--- src/design/ghc_pkg.sv ---
// Shared types, constants and helper functions of the grey-level histogram block.
package ghc_pkg;

    // Number of bins and width of each count and running sum.
    localparam int BIN_COUNT  = 256;
    localparam int COUNT_BITS = 24;

    // Derived widths.
    localparam int BIN_BITS   = (BIN_COUNT > 1) ? $clog2(BIN_COUNT) : 1;
    localparam int WIDE_BITS  = (BIN_BITS > 8) ? BIN_BITS : 8;
    localparam int FIELD_BITS = 8;
    localparam int IN_BITS    = 24;
    localparam int OUT_BITS   = ((2 * COUNT_BITS + 7) / 8) * 8;

    localparam logic [COUNT_BITS-1:0] COUNT_MAX = {COUNT_BITS{1'b1}};
    localparam logic [BIN_BITS-1:0]   LAST_BIN  = BIN_BITS'(BIN_COUNT - 1);

    // Operation codes carried in the lowest bits of the input data.
    typedef enum logic [1:0]
    {
        OP_CLEAR = 2'd0,
        OP_COUNT = 2'd1,
        OP_BUILD = 2'd2,
        OP_READ  = 2'd3
    } op_t;

    // One access to a store: clear, registered read and write.
    typedef struct packed
    {
        logic                  clr;
        logic                  rd_en;
        logic [BIN_BITS-1:0]   rd_addr;
        logic                  wr_en;
        logic [BIN_BITS-1:0]   wr_addr;
        logic [COUNT_BITS-1:0] wr_data;
    } store_req_t;

    // Bin address taken from an 8-bit field.
    function automatic logic [BIN_BITS-1:0] bin_addr(input logic [FIELD_BITS-1:0] v);
        logic [WIDE_BITS-1:0] wide;
        wide = WIDE_BITS'(v);
        return wide[BIN_BITS-1:0];
    endfunction

    // True when an 8-bit field names an existing bin.
    function automatic logic bin_in_range(input logic [FIELD_BITS-1:0] v);
        return 32'(v) < 32'(BIN_COUNT);
    endfunction

endpackage

--- src/design/ghc_build.sv ---
// Sequencer that walks every bin once and writes the saturated running sums.
module ghc_build
    import ghc_pkg::*;
(
    input  logic                  clk,
    input  logic                  rst_n,
    input  logic                  start,
    input  logic [COUNT_BITS-1:0] cnt_rd_data,
    output logic                  busy,
    output store_req_t            cnt_req,
    output store_req_t            sum_req
);

    typedef enum logic [1:0]
    {
        BLD_IDLE = 2'b01,
        BLD_RUN  = 2'b10
    } bld_state_t;

    bld_state_t            state_reg, state_next;
    logic [BIN_BITS-1:0]   rd_idx_reg, rd_idx_next;
    logic                  issue_reg, issue_next;
    logic                  wr_pend_reg, wr_pend_next;
    logic [BIN_BITS-1:0]   wr_idx_reg, wr_idx_next;
    logic [COUNT_BITS-1:0] acc_reg, acc_next;
    logic [COUNT_BITS:0]   acc_sum;
    logic [COUNT_BITS-1:0] acc_sat;

    // Saturating accumulation of the count that has just been read.
    assign acc_sum = {1'b0, acc_reg} + {1'b0, cnt_rd_data};
    assign acc_sat = acc_sum[COUNT_BITS] ? COUNT_MAX : acc_sum[COUNT_BITS-1:0];

    // Read one bin a cycle; write its running sum in the cycle after.
    always_comb
    begin
        state_next   = state_reg;
        rd_idx_next  = rd_idx_reg;
        issue_next   = issue_reg;
        wr_pend_next = wr_pend_reg;
        wr_idx_next  = wr_idx_reg;
        acc_next     = acc_reg;
        case (state_reg)
            BLD_IDLE:
            begin
                if (start)
                begin
                    state_next   = BLD_RUN;
                    rd_idx_next  = '0;
                    issue_next   = 1'b1;
                    wr_pend_next = 1'b0;
                    acc_next     = '0;
                end
            end
            BLD_RUN:
            begin
                wr_pend_next = issue_reg;
                if (issue_reg)
                begin
                    wr_idx_next = rd_idx_reg;
                    if (rd_idx_reg == LAST_BIN)
                    begin
                        issue_next = 1'b0;
                    end
                    else
                    begin
                        rd_idx_next = rd_idx_reg + BIN_BITS'(1);
                    end
                end
                if (wr_pend_reg)
                begin
                    acc_next = acc_sat;
                    if (wr_idx_reg == LAST_BIN)
                    begin
                        state_next = BLD_IDLE;
                    end
                end
            end
            default:
            begin
                state_next = BLD_IDLE;
            end
        endcase
    end

    always_ff @(posedge clk or negedge rst_n)
    begin
        if (!rst_n)
        begin
            state_reg   <= BLD_IDLE;
            issue_reg   <= 1'b0;
            wr_pend_reg <= 1'b0;
        end
        else
        begin
            state_reg   <= state_next;
            issue_reg   <= issue_next;
            wr_pend_reg <= wr_pend_next;
        end
    end

    always_ff @(posedge clk)
    begin
        rd_idx_reg <= rd_idx_next;
        wr_idx_reg <= wr_idx_next;
        acc_reg    <= acc_next;
    end

    assign busy = (state_reg == BLD_RUN);

    // Store accesses issued by the walk.
    always_comb
    begin
        cnt_req         = '0;
        cnt_req.rd_en   = busy && issue_reg;
        cnt_req.rd_addr = rd_idx_reg;
        sum_req         = '0;
        sum_req.wr_en   = busy && wr_pend_reg;
        sum_req.wr_addr = wr_idx_reg;
        sum_req.wr_data = acc_sat;
    end

endmodule

--- config.mk ---
export PLATFORM = sky130hd
export DESIGN_NAME = ghc_build
export DESIGN_NICKNAME = d
export VERILOG_FILES = /design/src/design/ghc_pkg.sv /design/src/design/ghc_build.sv
export SDC_FILE = /design/constraint.sdc
export NUM_CORES = 1
export LEC_CHECK = 0
export ABC_AREA = 1
export BUFFER_PORTS_ARGS = -buffer_cell sky130_fd_sc_hd__buf_2
export CORE_MARGIN = 10
export CORE_UTILIZATION = 54
export CTS_CLUSTER_DIAMETER = 150
export CTS_CLUSTER_SIZE = 30
export DETAILED_ROUTE_END_ITERATION = 7
export GPL_TIMING_DRIVEN = 0
export PLACE_DENSITY = 0.93
export SYNTH_ARGS = -nofsm -noshare
export SYNTH_HDL_FRONTEND = slang
export SYNTH_SLANG_ARGS = --single-unit
--- constraint.sdc ---
create_clock -name clk -period 2.8 [get_ports clk]
set_input_delay 0.56 -clock clk [delete_from_list [all_inputs] [get_ports clk]]
set_output_delay 0.56 -clock clk [all_outputs]
set_load 0.005 [all_outputs]
* Yosys cells after proc, flatten, opt, wreduce, memory -nomap -nowiden
Cells that the tools add are included.
** Cells by class
- Reductions and logical operators :: 8
- Add/subtract/negate cells :: 2
- Muxes and demuxes :: 18
- Equality and inequality tests :: 9
** Operators with widths (number)
- two-way mux 24 bit :: 3
- one-hot mux 24 bit (2 select lines) :: 1
- adder 24 x 24 -> 25 bit :: 1
- two-way mux 8 bit :: 3
- == test 8 bit, second input constant :: 2
- one-hot mux 8 bit (2 select lines) :: 1
- adder 8 x 1 -> 8 bit, second input constant :: 1
- two-way mux 2 bit :: 3
- != test 2 x 1 -> 1 bit, second input constant :: 3
- AND reduction 3 bit :: 2
- two-way mux 1 bit :: 4
- != test 2 bit, second input constant :: 2
- one-hot mux 1 bit (2 select lines) :: 2
- one-hot mux 2 bit (2 select lines) :: 1
- AND reduction 2 bit :: 2
- AND reduction 4 bit :: 1
- == test 2 x 1 -> 1 bit, second input constant :: 1
- == test 2 bit, second input constant :: 1
- logical AND 1 bit :: 2
- nonzero test 2 bit :: 1
** Storage, ports and cells
- Register bits after elaboration :: 44
- Bits of input ports :: 27
- Word-level logic and storage cells :: 43

* Logic depth before layout (Yosys ltp)
- Depth after elaboration :: 4
- Depth in mapped cells :: 14

* Worst setup path before layout
OpenSTA, ideal clock, no wires.
- Path kind :: input to output
- Start :: input port cnt_rd_data[0]
- End :: output port sum_req[10] (netlist name)
- Stages on the path :: 11
- Arrival :: 2072 ps
- Setup slack :: 168 ps
- Buffers on the path :: 1
- Cell sequence :: ha_1 -> fa_1 -> nand2_2 -> nand2_2 -> nand2_2 -> o21ai_4 -> nand2_2 -> clkinv_4 -> nor2_8 -> buf_2 -> nand2_1
** RTL lines
- start, declared :: RTL line ghc_build.sv:8 : input logic [COUNT_BITS-1:0] cnt_rd_data,
- end, declared :: RTL line ghc_build.sv:11 : output store_req_t sum_req

==> impl_metrics.tcl <==
set metrics [dict create \
    status "finished with violations" \
    violations "negative setup slack" \
    die_y_um 108 \
    async_flop_share_pct 9.09 \
    rows 31 \
    syn_area_per_cell_um2 7.10 \
    slew_viol_final 0 \
    antennaDiodeCount 0 \
    viasPerCell 4.87 \
    hold_violations 0 \
    clk_latency_ps 300 \
    peakVddDrop_v 0.000762 \
    ys.flop_type "edfxtp_1" \
    cpMostUsedCell "nand2_2" \
    grt_usage_pct 19.6 \
    synth.most_common_cell "nand2_1" \
    r2r_slack_ps 300 \
    synth_top_area_share_pct 29.0 \
    path_cells "ha_4, fa_2, nand2_2, nand2_2, nand2_4, o21ai_4, nand2_2, clkinv_4, nor2_8, buf_12, buf_12, nand3_4, buf_6" \
    die-area_um2 11600 \
    skew_ps 7.97 \
    synth_seq_cells 44 \
    cts_tree "built" \
    ys_top_cells_by_area "edfxtp_1 29%, nand2_1 16%, inv_1 8.8%, buf_4 8.3%, ha_1 7.6%" \
    setup_violations 21 \
    totalWireLength_um 11900 \
    period_minus_slack_ps 2870 \
    crit_type "reg2out" \
    ys_warn_count 0 \
    clock.fmax_mhz 348 \
    r2r_cells 5 \
    end_kind "output port" \
    timing.rr.start "state_reg[0]" \
    cts.sinks 44 \
    gp_congestion 0.937 \
    wl_per_cell_um 14.5 \
    initial_utilization_pct 56.2 \
    grt_first_pass_wirelength_um 18600 \
    drv_cap 0 \
    synth_common_cells "181 x nand2_1, 97 x inv_1, 46 x buf_4" \
    syn-instance-count 583 \
    synth-seq-area-share_pct 31.5 \
    die_x_um 108 \
    vias 4021 \
    post_dp_cell_area_um2 4770 \
    ios 114 \
    synth_edf_count 40 \
    grt-ovfl-total 0 \
    period_share_pct 103 \
    rsz0062_at_grt "true" \
    synth_top_area_cell "edfxtp_1" \
    drc 0 \
    critPathLaunch "acc_reg[0]" \
    synth.distinct_cells 41 \
    num-nets-final 779 \
    clk_pin_slew_worst_paths_ps 90 \
    coreArea_um2 7370 \
    power_uw 5780 \
    holdCritPathClass "in2async" \
    worstSetupEndpoint "sum_req[17]" \
    required_ps 2240 \
    cp_slowest_stage_delay_ps 430 \
    critPathMaxFanout 6 \
    power_density_nw_per_um2 1070 \
    power.static_leakage_uw 0.00294 \
    drt_iter0_drc 282 \
    cts-root-buf "clkbuf_8" \
    cts_buffers 5 \
    drive_gt1_share_pct 30.9 \
    netlist_area_um2 4140 \
    io_buffers 69 \
    fin_ws_ps -75.0 \
    drt.antenna.violating_nets 0 \
    clk_path_buf_depth 2 \
    crit_arrival_ps 2310 \
    cpMaxStageDelayCell "edfxtp_1" \
    first_pass_iters 5 \
    hpwl_um 9330 \
    antenna_found_initial 0 \
    cp-start-kind "flip-flop" \
    grt_pass1_vias 3914 \
    fill_cells 628 \
    worstReg2RegEnd "acc_reg[3]" \
    synthToLayoutAreaGrowth_pct 30.0 \
    htreeDepth 2 \
    fin_area_um2 5380 \
    grt_max_degree 25 \
    slew_headroom_pct 30.3 \
    max_slew.worst_pin.slew_ps 1050 \
    largest_register_ffs 24 \
]
metrics by stage:
step	hold WS (ps)	instances	setup WS (ps)	util, %	TNS (ps)
6_report	46.6	826	-75.0	73.1	-930
5_1_grt	36.6	826	-172	73.1	-3210
4_1_cts	45.4	818	-115	69.5	-1970
3_5_place_dp	372	794	-358	64.7	-6480
3_3_place_gp	365	794	-331	64.7	-6020
2_1_floorplan	264	626	168	-	0
placed cells by master (no fill, tap or decap), drive strengths merged, types with 3 or more instances in the layout:
cell,netlist,final
a21oi,29,29
buf,52,144
clkbuf,0,6
conb,1,44
dfrtp,3,3
edfxtp,40,40
ha,25,25
inv,108,109
nand2,196,196
nand3,32,32
nand3b,4,4
nand4,7,7
nor2,46,46
nor3,5,5
o21ai,9,9
or2,3,3
xnor2,7,7
power breakdown:
part | internal (µW) | switching (µW)
clock network | 269 | 248
registers | 1070 | 139
logic | 1750 | 2300
kinds of logic after synthesis:
logic type               Yosys count  synth area share (%)
XOR/XNOR                           9                  1.90
adder cells (fa/ha/maj)           26                  8.04
buffers and inverters            162                  19.6
flip-flops                        44                  31.5
AND/OR/NAND/NOR                  296                  32.6
AO/OA/AOI/OAI                     45                  6.29
other                              1                0.0906
cell type report:
cell class              count  area [µm²]  area share (%)
clock buffers               5        68.8            1.28
plain buffers              52         408            7.58
inverters                 110         419            7.79
well taps                  99         124            2.30
clock inverters             3        46.3           0.860
flip-flops and latches     44        1300            24.2
multi-input cells         420        2370            44.0
repair buffers             93         647            12.0
layer usage:
metal  global-route usage (%)  vias up  part of all wire [%]
met4                     5.53        0                   1.4
met1                     22.0     1805                    39
met3                     5.39       20                   8.8
met2                     35.3      179                    51
met5                        0        -                     0
li1                         -     2017                     -
worst max-delay path, delay by kind of cell, from the launching register on:
kind / cells / cell delay, ps
flops: 1 / 430
compound gates: 1 / 70
buf+inv: 4 / 470
simple gates: 6 / 510
fa+ha+maj: 2 / 540
timing repair:
action                                 4_1_cts  5_1_grt
gates cloned                                 1        1
pin swaps                                   12        8
setup buffers                               15        8
hold buffers                                 0        0
gates resized for setup                     19       41
endpoints found under the hold margin        0        0
setup endpoints to repair                   24       25
worst min-delay path by stage:
stage                      from           end  slack [ps]  cells past startpoint
final                     rst_n  state_reg[1]          50                      1
after detailed placement  rst_n   wr_pend_reg         370                      1
after CTS                 rst_n   wr_pend_reg          50                      1
after global routing      rst_n   wr_pend_reg          40                      1
after global placement    rst_n   wr_pend_reg         370                      1
after floorplan           rst_n     issue_reg         260                      0
No activity file was read; power rests on OpenSTA's default activity.
